**config.mk**
```make
export PLATFORM = sky130hd
export DESIGN_NAME = two_nearest_neighbor_triangles_unit
export DESIGN_NICKNAME = d
export VERILOG_FILES = /design/src/rtl/tnnt_pkg.sv /design/src/rtl/two_nearest_neighbor_triangles_unit.sv
export SDC_FILE = /design/constraint.sdc
export NUM_CORES = 2
export LEC_CHECK = 0
export ABC_AREA = 1
export BUFFER_PORTS_ARGS = -buffer_cell sky130_fd_sc_hd__buf_2
export CORE_MARGIN = 2
export CORE_UTILIZATION = 35
export DETAILED_ROUTE_END_ITERATION = 10
export GPL_TIMING_DRIVEN = 1
export PLACE_DENSITY = 0.52
export RECOVER_POWER = 100
export SKIP_CTS_REPAIR_TIMING = 1
export SYNTH_ARGS = -nofsm -noshare
export SYNTH_HDL_FRONTEND = slang
export SYNTH_SLANG_ARGS = --single-unit
export TNS_END_PERCENT = 1
```
**constraint.sdc**
```tcl
create_clock -name clk -period 15.5 [get_ports clk]
set_input_delay 1.55 -clock clk [delete_from_list [all_inputs] [get_ports clk]]
set_output_delay 1.55 -clock clk [all_outputs]
set_load 0.1 [all_outputs]
```
**src/rtl/tnnt_pkg.sv**
```systemverilog
`default_nettype none

package tnnt_pkg;

	localparam int MAX_POINTS = 64;
	localparam int COORD_BITS = 12;

	localparam int ADDR_BITS = $clog2(MAX_POINTS);
	localparam int CNT_BITS  = $clog2(MAX_POINTS + 1);
	localparam int IDX_BITS  = 6;

	// floor(sqrt(dx^2 + dy^2)) needs one more bit than a coordinate
	localparam int ROOT_BITS = COORD_BITS + 1;
	localparam int SUM_BITS  = 2 * COORD_BITS + 1;
	localparam int RAD_BITS  = 2 * ROOT_BITS;
	localparam int REM_BITS  = ROOT_BITS + 2;

	localparam int IN_BITS  = ((2 * COORD_BITS + 7) / 8) * 8;
	localparam int OUT_RAW  = 3 * IDX_BITS + 6 * COORD_BITS;
	localparam int OUT_BITS = ((OUT_RAW + 7) / 8) * 8;

	typedef logic [COORD_BITS-1:0] coord_t;
	typedef logic [ADDR_BITS-1:0]  addr_t;
	typedef logic [ROOT_BITS-1:0]  root_t;

	typedef struct packed {
		coord_t y;
		coord_t x;
	} point_t;

endpackage

`default_nettype wire

```
**src/rtl/two_nearest_neighbor_triangles_unit.sv**
```systemverilog
// Points arrive one per request on the slave stream (x, y, tlast marks the last point of a
// set) and are taken one per cycle into a 64-entry point memory; points beyond 64 are
// dropped. The request with tlast starts a brute-force search: for each stored point, in
// index order, the block streams every other point out of the memory, one pair per cycle,
// through a pipelined distance and square-root unit, and keeps the nearest and the
// second-nearest (floor of the Euclidean distance, earlier index wins a tie). One result
// per point goes out on the master stream, tlast on the result of the last point, tuser
// high when both neighbors exist. The search for each point of a set of n points is one read of
// the center, n reads of candidates through the single read port of the point memory, a
// drain of the 17-stage distance pipeline and a handoff of the result to the output
// register; a stalled output register adds its wait. No new point is taken until the set's
// last result is in the output register.
`default_nettype none

module two_nearest_neighbor_triangles_unit (
	input  wire logic                          clk,
	input  wire logic                          arst_n,

	input  wire logic                          s_axis_tvalid,
	output logic                               s_axis_tready,
	input  wire logic [tnnt_pkg::IN_BITS-1:0]  s_axis_tdata,  // pos_x, pos_y
	input  wire logic                          s_axis_tlast,  // final_point

	output logic                               m_axis_tvalid,
	input  wire logic                          m_axis_tready,
	output logic [tnnt_pkg::OUT_BITS-1:0]      m_axis_tdata,  // center_index, near_index,
	                                                          // second_index, near_x, near_y,
	                                                          // second_x, second_y,
	                                                          // center_x, center_y
	output logic                               m_axis_tuser,  // found
	output logic                               m_axis_tlast   // last_of_run
);

	localparam int RB = tnnt_pkg::ROOT_BITS;

	localparam logic [2:0] ST_LOAD  = 3'd0;
	localparam logic [2:0] ST_CRD   = 3'd1;
	localparam logic [2:0] ST_SCAN  = 3'd2;
	localparam logic [2:0] ST_DRAIN = 3'd3;
	localparam logic [2:0] ST_EMIT  = 3'd4;

	logic [2:0] state_q;
	logic [tnnt_pkg::CNT_BITS-1:0] cnt_q;
	tnnt_pkg::addr_t i_q;
	tnnt_pkg::addr_t j_q;

	// point memory
	tnnt_pkg::point_t point_mem [tnnt_pkg::MAX_POINTS];
	tnnt_pkg::point_t rd_q;
	tnnt_pkg::addr_t  rd_addr;
	logic             wr_en;
	tnnt_pkg::point_t wr_pt;

	// center point
	logic              cen_s1;
	tnnt_pkg::point_t  cen_q;

	// distance pipeline
	logic              v_s1, v_s2, v_s3;
	tnnt_pkg::addr_t   j_s1, j_s2, j_s3;
	tnnt_pkg::point_t  pt_s2, pt_s3;
	tnnt_pkg::coord_t  dx_s2, dy_s2;
	logic [2*tnnt_pkg::COORD_BITS-1:0] dx2_s3, dy2_s3;

	// square root stages, entry 0 holds the radicand
	logic                            sq_v   [RB+1];
	logic [tnnt_pkg::RAD_BITS-1:0]   sq_val [RB+1];
	logic [tnnt_pkg::REM_BITS-1:0]   sq_rem [RB+1];
	tnnt_pkg::root_t                 sq_root[RB+1];
	tnnt_pkg::addr_t                 sq_j   [RB+1];
	tnnt_pkg::point_t                sq_pt  [RB+1];
	logic [tnnt_pkg::REM_BITS+1:0]   rem_w  [RB];
	logic [tnnt_pkg::REM_BITS+1:0]   trial_w[RB];
	logic                            ge_w   [RB];

	// running best two
	logic              v1_q, v2_q;
	tnnt_pkg::addr_t   b1_q, b2_q;
	tnnt_pkg::root_t   d1_q, d2_q;
	tnnt_pkg::point_t  p1_q, p2_q;

	// output register
	logic                          out_valid_q;
	logic [tnnt_pkg::OUT_BITS-1:0] out_data_q;
	logic                          out_found_q;
	logic                          out_last_q;

	logic in_fire, busy_w, scan_last, emit_last, out_load, found_w;
	logic sq_any;
	logic [tnnt_pkg::SUM_BITS-1:0] sum_w;
	tnnt_pkg::root_t d_w;

	assign s_axis_tready = (state_q == ST_LOAD);
	assign in_fire       = s_axis_tvalid && s_axis_tready;
	assign wr_en         = in_fire && (cnt_q < tnnt_pkg::CNT_BITS'(tnnt_pkg::MAX_POINTS));
	assign wr_pt.x       = s_axis_tdata[tnnt_pkg::COORD_BITS-1:0];
	assign wr_pt.y       = s_axis_tdata[2*tnnt_pkg::COORD_BITS-1:tnnt_pkg::COORD_BITS];

	assign scan_last = (tnnt_pkg::CNT_BITS'(j_q) + 1'b1) == cnt_q;
	assign emit_last = (tnnt_pkg::CNT_BITS'(i_q) + 1'b1) == cnt_q;
	assign out_load  = (state_q == ST_EMIT) && (!out_valid_q || m_axis_tready);
	assign found_w   = v1_q && v2_q;

	always_comb begin
		sq_any = 1'b0;
		for (int s = 0; s <= RB; s++) begin
			sq_any = sq_any | sq_v[s];
		end
	end
	assign busy_w = v_s1 || v_s2 || v_s3 || sq_any;

	always_comb begin
		unique case (state_q)
			ST_CRD:  rd_addr = i_q;
			default: rd_addr = j_q;
		endcase
	end

	always_ff @(posedge clk) begin
		if (wr_en) begin
			point_mem[cnt_q[tnnt_pkg::ADDR_BITS-1:0]] <= wr_pt;
		end
		rd_q <= point_mem[rd_addr];
	end

	// sequencer
	always_ff @(posedge clk or negedge arst_n) begin
		if (!arst_n) begin
			state_q <= ST_LOAD;
			cnt_q   <= '0;
			i_q     <= '0;
			j_q     <= '0;
		end else begin
			unique case (state_q)
				ST_LOAD: begin
					if (wr_en) begin
						cnt_q <= cnt_q + 1'b1;
					end
					if (in_fire && s_axis_tlast) begin
						i_q     <= '0;
						state_q <= ST_CRD;
					end
				end
				ST_CRD: begin
					j_q     <= '0;
					state_q <= ST_SCAN;
				end
				ST_SCAN: begin
					if (scan_last) begin
						state_q <= ST_DRAIN;
					end else begin
						j_q <= j_q + 1'b1;
					end
				end
				ST_DRAIN: begin
					if (!busy_w) begin
						state_q <= ST_EMIT;
					end
				end
				ST_EMIT: begin
					if (out_load) begin
						if (emit_last) begin
							cnt_q   <= '0;
							state_q <= ST_LOAD;
						end else begin
							i_q     <= i_q + 1'b1;
							state_q <= ST_CRD;
						end
					end
				end
				default: state_q <= ST_LOAD;
			endcase
		end
	end

	// pipeline valids
	always_ff @(posedge clk or negedge arst_n) begin
		if (!arst_n) begin
			cen_s1 <= 1'b0;
			v_s1   <= 1'b0;
			v_s2   <= 1'b0;
			v_s3   <= 1'b0;
			for (int s = 0; s <= RB; s++) begin
				sq_v[s] <= 1'b0;
			end
		end else begin
			cen_s1  <= (state_q == ST_CRD);
			v_s1    <= (state_q == ST_SCAN) && (j_q != i_q);
			v_s2    <= v_s1;
			v_s3    <= v_s2;
			sq_v[0] <= v_s3;
			for (int s = 0; s < RB; s++) begin
				sq_v[s+1] <= sq_v[s];
			end
		end
	end

	assign sum_w = tnnt_pkg::SUM_BITS'(dx2_s3) + tnnt_pkg::SUM_BITS'(dy2_s3);

	// one result bit per stage: bring down two radicand bits, try subtracting 4q+1
	always_comb begin
		for (int s = 0; s < RB; s++) begin
			rem_w[s]   = {sq_rem[s], sq_val[s][2*(RB-1-s) +: 2]};
			trial_w[s] = (tnnt_pkg::REM_BITS+2)'({sq_root[s], 2'b01});
			ge_w[s]    = rem_w[s] >= trial_w[s];
		end
	end

	always_ff @(posedge clk) begin
		if (cen_s1) begin
			cen_q <= rd_q;
		end
		j_s1  <= j_q;
		j_s2  <= j_s1;
		pt_s2 <= rd_q;
		dx_s2 <= (rd_q.x > cen_q.x) ? rd_q.x - cen_q.x : cen_q.x - rd_q.x;
		dy_s2 <= (rd_q.y > cen_q.y) ? rd_q.y - cen_q.y : cen_q.y - rd_q.y;
		j_s3   <= j_s2;
		pt_s3  <= pt_s2;
		dx2_s3 <= dx_s2 * dx_s2;
		dy2_s3 <= dy_s2 * dy_s2;
		sq_val[0]  <= tnnt_pkg::RAD_BITS'(sum_w);
		sq_rem[0]  <= '0;
		sq_root[0] <= '0;
		sq_j[0]    <= j_s3;
		sq_pt[0]   <= pt_s3;
		for (int s = 0; s < RB; s++) begin
			sq_rem[s+1]  <= ge_w[s] ? tnnt_pkg::REM_BITS'(rem_w[s] - trial_w[s])
			                        : tnnt_pkg::REM_BITS'(rem_w[s]);
			sq_root[s+1] <= {sq_root[s][RB-2:0], ge_w[s]};
			sq_val[s+1]  <= sq_val[s];
			sq_j[s+1]    <= sq_j[s];
			sq_pt[s+1]   <= sq_pt[s];
		end
	end

	assign d_w = sq_root[RB];

	// best-two update; a strictly closer candidate pushes the old best down
	always_ff @(posedge clk or negedge arst_n) begin
		if (!arst_n) begin
			v1_q <= 1'b0;
			v2_q <= 1'b0;
		end else if (state_q == ST_CRD) begin
			v1_q <= 1'b0;
			v2_q <= 1'b0;
		end else if (sq_v[RB]) begin
			if (!v1_q || d_w < d1_q) begin
				v1_q <= 1'b1;
				v2_q <= v1_q;
			end else if (!v2_q || d_w < d2_q) begin
				v2_q <= 1'b1;
			end
		end
	end

	always_ff @(posedge clk) begin
		if (sq_v[RB]) begin
			priority if (!v1_q || d_w < d1_q) begin
				b2_q <= b1_q;
				d2_q <= d1_q;
				p2_q <= p1_q;
				b1_q <= sq_j[RB];
				d1_q <= d_w;
				p1_q <= sq_pt[RB];
			end else if (!v2_q || d_w < d2_q) begin
				b2_q <= sq_j[RB];
				d2_q <= d_w;
				p2_q <= sq_pt[RB];
			end
		end
	end

	// output register
	always_ff @(posedge clk or negedge arst_n) begin
		if (!arst_n) begin
			out_valid_q <= 1'b0;
		end else if (out_load) begin
			out_valid_q <= 1'b1;
		end else if (m_axis_tready) begin
			out_valid_q <= 1'b0;
		end
	end

	always_ff @(posedge clk) begin
		if (out_load) begin
			out_found_q <= found_w;
			out_last_q  <= emit_last;
			out_data_q  <= tnnt_pkg::OUT_BITS'({
				cen_q.y,
				cen_q.x,
				found_w ? p2_q.y : '0,
				found_w ? p2_q.x : '0,
				found_w ? p1_q.y : '0,
				found_w ? p1_q.x : '0,
				found_w ? tnnt_pkg::IDX_BITS'(b2_q) : '0,
				found_w ? tnnt_pkg::IDX_BITS'(b1_q) : '0,
				tnnt_pkg::IDX_BITS'(i_q)
			});
		end
	end

	assign m_axis_tvalid = out_valid_q;
	assign m_axis_tdata  = out_data_q;
	assign m_axis_tuser  = out_found_q;
	assign m_axis_tlast  = out_last_q;

	a_ready_idle: assert property (@(posedge clk) disable iff (!arst_n)
		s_axis_tready |-> !busy_w)
		else $error("point request taken while search pipeline busy");

	a_best_order: assert property (@(posedge clk) disable iff (!arst_n)
		v2_q |-> (v1_q && d1_q <= d2_q))
		else $error("second neighbor closer than nearest");

	a_count_max: assert property (@(posedge clk) disable iff (!arst_n)
		cnt_q <= tnnt_pkg::CNT_BITS'(tnnt_pkg::MAX_POINTS))
		else $error("point count beyond memory depth");

	a_found_distinct: assert property (@(posedge clk) disable iff (!arst_n)
		(out_load && found_w) |-> (b1_q != i_q && b2_q != i_q && b1_q != b2_q))
		else $error("neighbor index repeats center or other neighbor");

	a_emit_after_drain: assert property (@(posedge clk) disable iff (!arst_n)
		(state_q == ST_EMIT) |-> !busy_w)
		else $error("result emitted while pipeline still holds candidates");

endmodule

`default_nettype wire
```
Word level (Yosys, flattened, before mapping)

Memory sizes are Yosys's and may differ from the RTL's. A register that Yosys moved wholly into a read port is not among the register bits.
Cells that the tools add are included.

Flip-flop bits (word level): 383
RAM bits: 2712
Bits of input ports: 29
Output and inout bits: 100
Logic and storage cells: 207
Memories: 6

$add $sub $neg: 23
Multiply operators: 2
$lt $le $gt $ge: 18
Equal/unequal tests: 15
Multiplexer cells: 49
Bitwise logic cells: 13
Reductions and logical operators: 31

Memory list:

| memory    | depth | width | rd ports | clocked after memory_dff | write ports | line                                      | source |
|---|---|---|---|---|---|---|---|
| point_mem | 64    | 24    | 1        | 1                        | 1           | two_nearest_neighbor_triangles_unit.sv:48 | `tnnt_pkg::point_t point_mem [tnnt_pkg::MAX_POINTS];` |
| sq_val    | 14    | 26    | 13       | 0                        | 14          | two_nearest_neighbor_triangles_unit.sv:67 | `logic [tnnt_pkg::RAD_BITS-1:0] sq_val [RB+1];` |
| sq_pt     | 14    | 24    | 14       | 0                        | 14          | two_nearest_neighbor_triangles_unit.sv:71 | `tnnt_pkg::point_t sq_pt [RB+1];` |
| sq_rem    | 14    | 15    | 13       | 0                        | 14          | two_nearest_neighbor_triangles_unit.sv:68 | `logic [tnnt_pkg::REM_BITS-1:0] sq_rem [RB+1];` |
| sq_root   | 14    | 13    | 14       | 0                        | 14          | two_nearest_neighbor_triangles_unit.sv:69 | `tnnt_pkg::root_t sq_root[RB+1];` |
| sq_j      | 14    | 6     | 14       | 0                        | 14          | two_nearest_neighbor_triangles_unit.sv:70 | `tnnt_pkg::addr_t sq_j [RB+1];` |

Operator list:

| operator                                                      | count |
|---|---|
| 17-bit by 15-bit >= comparator with 1-bit output              | 13 |
| 15-bit 2-to-1 mux                                             | 13 |
| 15-bit subtractor                                             | 13 |
| 12-bit by 12-bit multiplier with 24-bit output                | 2 |
| 24-bit 2-to-1 mux                                             | 2 |
| 12-bit subtractor                                             | 4 |
| 6-bit 2-to-1 mux                                              | 7 |
| 13-bit < comparator                                           | 2 |
| 13-bit 2-to-1 mux                                             | 2 |
| 24-bit by 24-bit adder with 25-bit output                     | 1 |
| 12-bit > comparator                                           | 2 |
| 12-bit 2-to-1 mux                                             | 2 |
| 6-bit case mux with 2 select lines                            | 2 |
| 7-bit 2-to-1 mux                                              | 3 |
| 3-bit case mux with 5 select lines                            | 1 |
| 6-bit by 1-bit adder with 7-bit output, second input constant | 2 |
| 7-bit == test                                                 | 2 |
| 7-bit case mux with 2 select lines                            | 1 |
| 1-bit OR                                                      | 13 |
| 6-bit by 1-bit adder with 6-bit output, second input constant | 2 |
| 1-bit 2-to-1 mux                                              | 12 |
| 3-bit 2-to-1 mux                                              | 4 |
| 2-bit inequality test, second input constant                  | 6 |
| 4-bit AND reduction                                           | 3 |
| other kinds (14)                                              | 37 |

Longest topological paths before layout

Word-level depth: 16
Mapped depth: 22
Depth with buffers taken out: 21

Least setup slack after synthesis

Ideal clock, no wire load.

Path type: input port to flip-flop
Start point: in m_axis_tready
End point: reg out_data_q (netlist bit m_axis_tdata[0]) (enable)
Setup time: 544 ps
Arrival time: 5449 ps
Data required time: 14956 ps
Slack: 9507 ps
Stages on the path: 2
Buffers on the path: 0
Cell sequence: nor2_1 nor2_1

Word-level cells in the longest chain between the ends: 2

Ends and longest elaborated chain:

| element              | line                                       | source |
|---|---|---|
| start, declared      | two_nearest_neighbor_triangles_unit.sv:25  | `input wire logic m_axis_tready,` |
| 1-bit logical OR     | two_nearest_neighbor_triangles_unit.sv:101 | `assign out_load = (state_q == ST_EMIT) && (!out_valid_q \|\| m_axis_tready);` |
| 1-bit logical AND    | two_nearest_neighbor_triangles_unit.sv:101 |  |
| net out_load         | two_nearest_neighbor_triangles_unit.sv:88  | `logic in_fire, busy_w, scan_last, emit_last, out_load, found_w;` |
| end signal, assigned | two_nearest_neighbor_triangles_unit.sv:289 | `out_data_q <= tnnt_pkg::OUT_BITS'({` |
| end, declared        | two_nearest_neighbor_triangles_unit.sv:84  | `logic [tnnt_pkg::OUT_BITS-1:0] out_data_q;` |

The timed path passes the listed nets, and every way through them passes these cells.
A chain may end at the register's enable or synchronous reset.

Worst setup path after layout

Start point: reg state_q[1]
End point: reg rd_q[8] (netlist name)

Word-level cells in the longest chain between the ends: 2

Ends and longest elaborated chain:

| element                                  | line                                       | source |
|---|---|---|
| start, declared                          | two_nearest_neighbor_triangles_unit.sv:42  | `logic [2:0] state_q;` |
| start signal, assigned                   | two_nearest_neighbor_triangles_unit.sv:129 | `state_q <= ST_LOAD;` |
| start signal, assigned                   | two_nearest_neighbor_triangles_unit.sv:141 | `state_q <= ST_CRD;` |
| start signal, assigned                   | two_nearest_neighbor_triangles_unit.sv:146 | `state_q <= ST_SCAN;` |
| 3-bit by 1-bit == test with 1-bit output | two_nearest_neighbor_triangles_unit.sv:113 | `unique case (state_q)` |
| 6-bit 2-to-1 mux                         | two_nearest_neighbor_triangles_unit.sv:113 |  |

No other way between the ends.

==> flow_summary.ini <==
[outcome]
status = finished, violations left
violations = capacitance limit, slew limit

[timing]
fmax_mhz = 116
rsz0062_at_grt = no
period_minus_slack_ps = 8610
fin_crit_sh = 0.555
fin_worst_skew_ps = 74.8
finalMaxSlewViolations = 3616
setup_tns_ps = 0
slew_headroom = -1.65
worst_pin_slew_ps = 3970
setup_viol = 0
finalHoldViolCount = 0

[global_route]
groute.layer.met2.usage = 0.295
grt_util_met1 = 0.245
grt_pass1_wl_um = 458000
grtUsageMet3 = 0.0222
grtUsageTotal = 0.180
grt_max_degree = 164
first_global_vias = 73558
antenna_found_initial = 16
overflow = 0
grt.busiest_layer = met2

[detailed_routing]
wirelength_um = 305000
wl_per_cell_um = 19.1
avgViaCountPerCell = 4.69
drc = 0
ant_nets = 0
route.vias.total = 74864
drtIter0Drc = 6223
dr.pass1.iters = 6

[floorplanning]
die_x_um = 578
io_pins = 129
die_h_um = 578
num_rows = 210
die_area_um2 = 334000
floorplan.initialDensity = 0.352
core-area_um2 = 327000

[setup_path]
crit_chain = inv_1 -> nand3_1 -> nand2_1 -> nand2_8 -> clkbuf_1 -> clkbuf_1 -> nand2_1 -> nand3_1 -> nand3_1 -> nand3_1 -> nand3_1 -> nand3_1 -> nand2_1
path_class = reg -> reg
r2r_slack_ps = 6890
r2r-start = state_q[1]
arrival_ps = 9400
ff2ff_path_depth = 13
crit_fanout = 107
critPathRequiredTime_ps = 16290
cpMostUsedCell = nand3_1
slowest_delay_ps = 2580
cp-start-kind = register
crit_buf_inv = 3
crit_family = buffers and inverters
crit_path_end_kind = register
r2r-end = rd_q[8]
slowest_stage = clkbuf_1

[logic_synthesis]
synth_cells = 11192
muxShareOfSynthArea = 0.000174
synth_top_family_by_area = simple AND/OR/NAND/NOR gates
synth_ff_type = edfxtp_1
synth-edff-count = 1738
ys_seq_area_frac = 0.639
synth-seq-cells = 2795
synthXorXnorAreaFrac = 0.0157
ys_types = 58
ys_warn_count = 0
synth_compound_area_frac = 0.0272
synthAdderAreaFrac = 0.0619
yosys.area_share.simple = 0.172
netlist_area_um2 = 115000
synthArstFlopShare = 0.0154
syn_avg_cell_area_um2 = 10.3

[clocking]
cts_buffer_depth = 4
clkTransAtPathRegs_ps = 60
cts_tree = done
clk_latency_ps = 910
cts.sinks = 2795
clock-root-buffer = clkbuf_16
cts_buffers = 305
htreeDepth = 5

[placement]
numPortBuffers = 122
place_congestion = 0.853
dpl.hpwl_um = 185000

[min_path]
hold_path.class = reg -> reg
worstHoldPathCells = 0
hp-start = sq_pt[0][55]
min_to = sq_pt[0][79]

[layout]
fill_cells = 31821
multi_input_area_um2 = 32100
fin_nets = 11852
area_growth_pct = 13.1
layout-drive-gt1-share = 0.0529
final_cell_mix = nand2_1, inv_1, edfxtp_1, nand3_1, dfxtp_1
final-seq-area_um2 = 73600
layout.cells.most_common = nand2_1

[flow_run]
maxCapViolCount = 97
## worst max path at each step
stage                             start              end  slack (ps)  depth (start not counted)
final                        state_q[1]          rd_q[8]        6890                         13
after global routing         state_q[2]          rd_q[8]        6250                         13
after CTS                    state_q[1]         rd_q[22]        9910                         16
after detailed placement     state_q[1]         rd_q[22]        9970                         16
after global placement       state_q[1]         rd_q[22]       10030                         15
after floorplan           m_axis_tready  m_axis_tdata[0]        9510                          2
## worst reg2reg max path: stages (launching register included)
cell,delay [ps]
dfrtp_1,390
inv_1,90
nand3_1,730
nand2_1,300
nand2_8,620
clkbuf_1,2680
clkbuf_1,2500
nand2_1,160
nand3_1,180
nand3_1,110
nand3_1,160
nand3_1,200
nand3_1,300
nand2_1,90
## logic make-up after synthesis
logic type / after synthesis
flip-flops: 2795
multiplexers: 2
XOR/XNOR: 207
buffers and inverters: 2492
AND/OR/NAND/NOR: 4662
adder cells (fa/ha/maj): 473
other: 1
AO/OA/AOI/OAI: 560
## flip-flops by register name (all words and copies together) (netlist names), 7 cells and up
signal and cells:
sq_root 84, dx_s2 12, d1_q 13, sq_v 14, dy_s2 12, cen_q 24
pt_s2 24, point_mem 1536, sq_pt 336, p1_q 24, sq_val 188, cnt_q 7
d2_q 13, sq_rem 162, pt_s3 24, p2_q 24, dx2_s3 23, dy2_s3 23
m_axis_tdata 90, rd_q 24, sq_j 84
## through the flow
stage          std cells  instance area, um^2  worst slack, ps  utilization  hold slack, ps
6_report           15956               130000             6890        0.398             258
5_1_grt            15947               130000             6250        0.397             269
4_1_cts            15945               131000             9910        0.399             261
3_5_place_dp       15389               121000             9970        0.369             312
3_3_place_gp       15389               121000            10030        0.369             310
2_1_floorplan      11198               115000             9510            -             310
## per-layer routing
layer  part of all wire  routed length [um]
met3              0.056               17000
met4              0.035               10700
met1               0.45              137000
met5           0.000098                  30
met2               0.46              140000
## cell type report
class                      count  share of cell area
tap                         4346              0.0418
timing repair buffer         271             0.00965
inverter                    2066              0.0597
multi-input combinational   5911               0.246
antenna                       11            0.000211
clock buffer                 412              0.0661
clock inverter               144              0.0109
sequential                  2795               0.565
## synthesized netlist by cell type (all sizes together), types with 2 or more instances
cell     instances  share of area
xnor2           75         0.0057
o31ai            7        0.00046
a21boi           4        0.00026
dfrtp           43         0.0093
ha             312          0.034
nor4            19         0.0011
o2111ai         11        0.00084
nand3         1522          0.066
nand3b          27         0.0018
o211ai          22         0.0014
o21ai          197         0.0086
o22ai            3        0.00016
o221ai           2        0.00015
clkbuf         150         0.0049
o21a             7        0.00046
a211oi           5        0.00033
or2             14        0.00076
edfxtp        1738           0.45
nor3            30         0.0013
fa             161          0.028
nand2         2616          0.085
xor2           132          0.010
a21oi          242          0.011
mux2i            2        0.00017
nor2           389          0.013
a21o            26         0.0017
a31oi           13        0.00071
clkinv           4        0.00013
o21bai           9        0.00059
dfxtp         1014           0.18
buf            276          0.012
nand4           38         0.0021
and2             2        0.00011
nor3b            2        0.00013
a221oi           4        0.00030
inv           2062          0.067
Power is not shown: default switching activity piles up to over one toggle a cycle in this logic, so the estimate is an artifact.
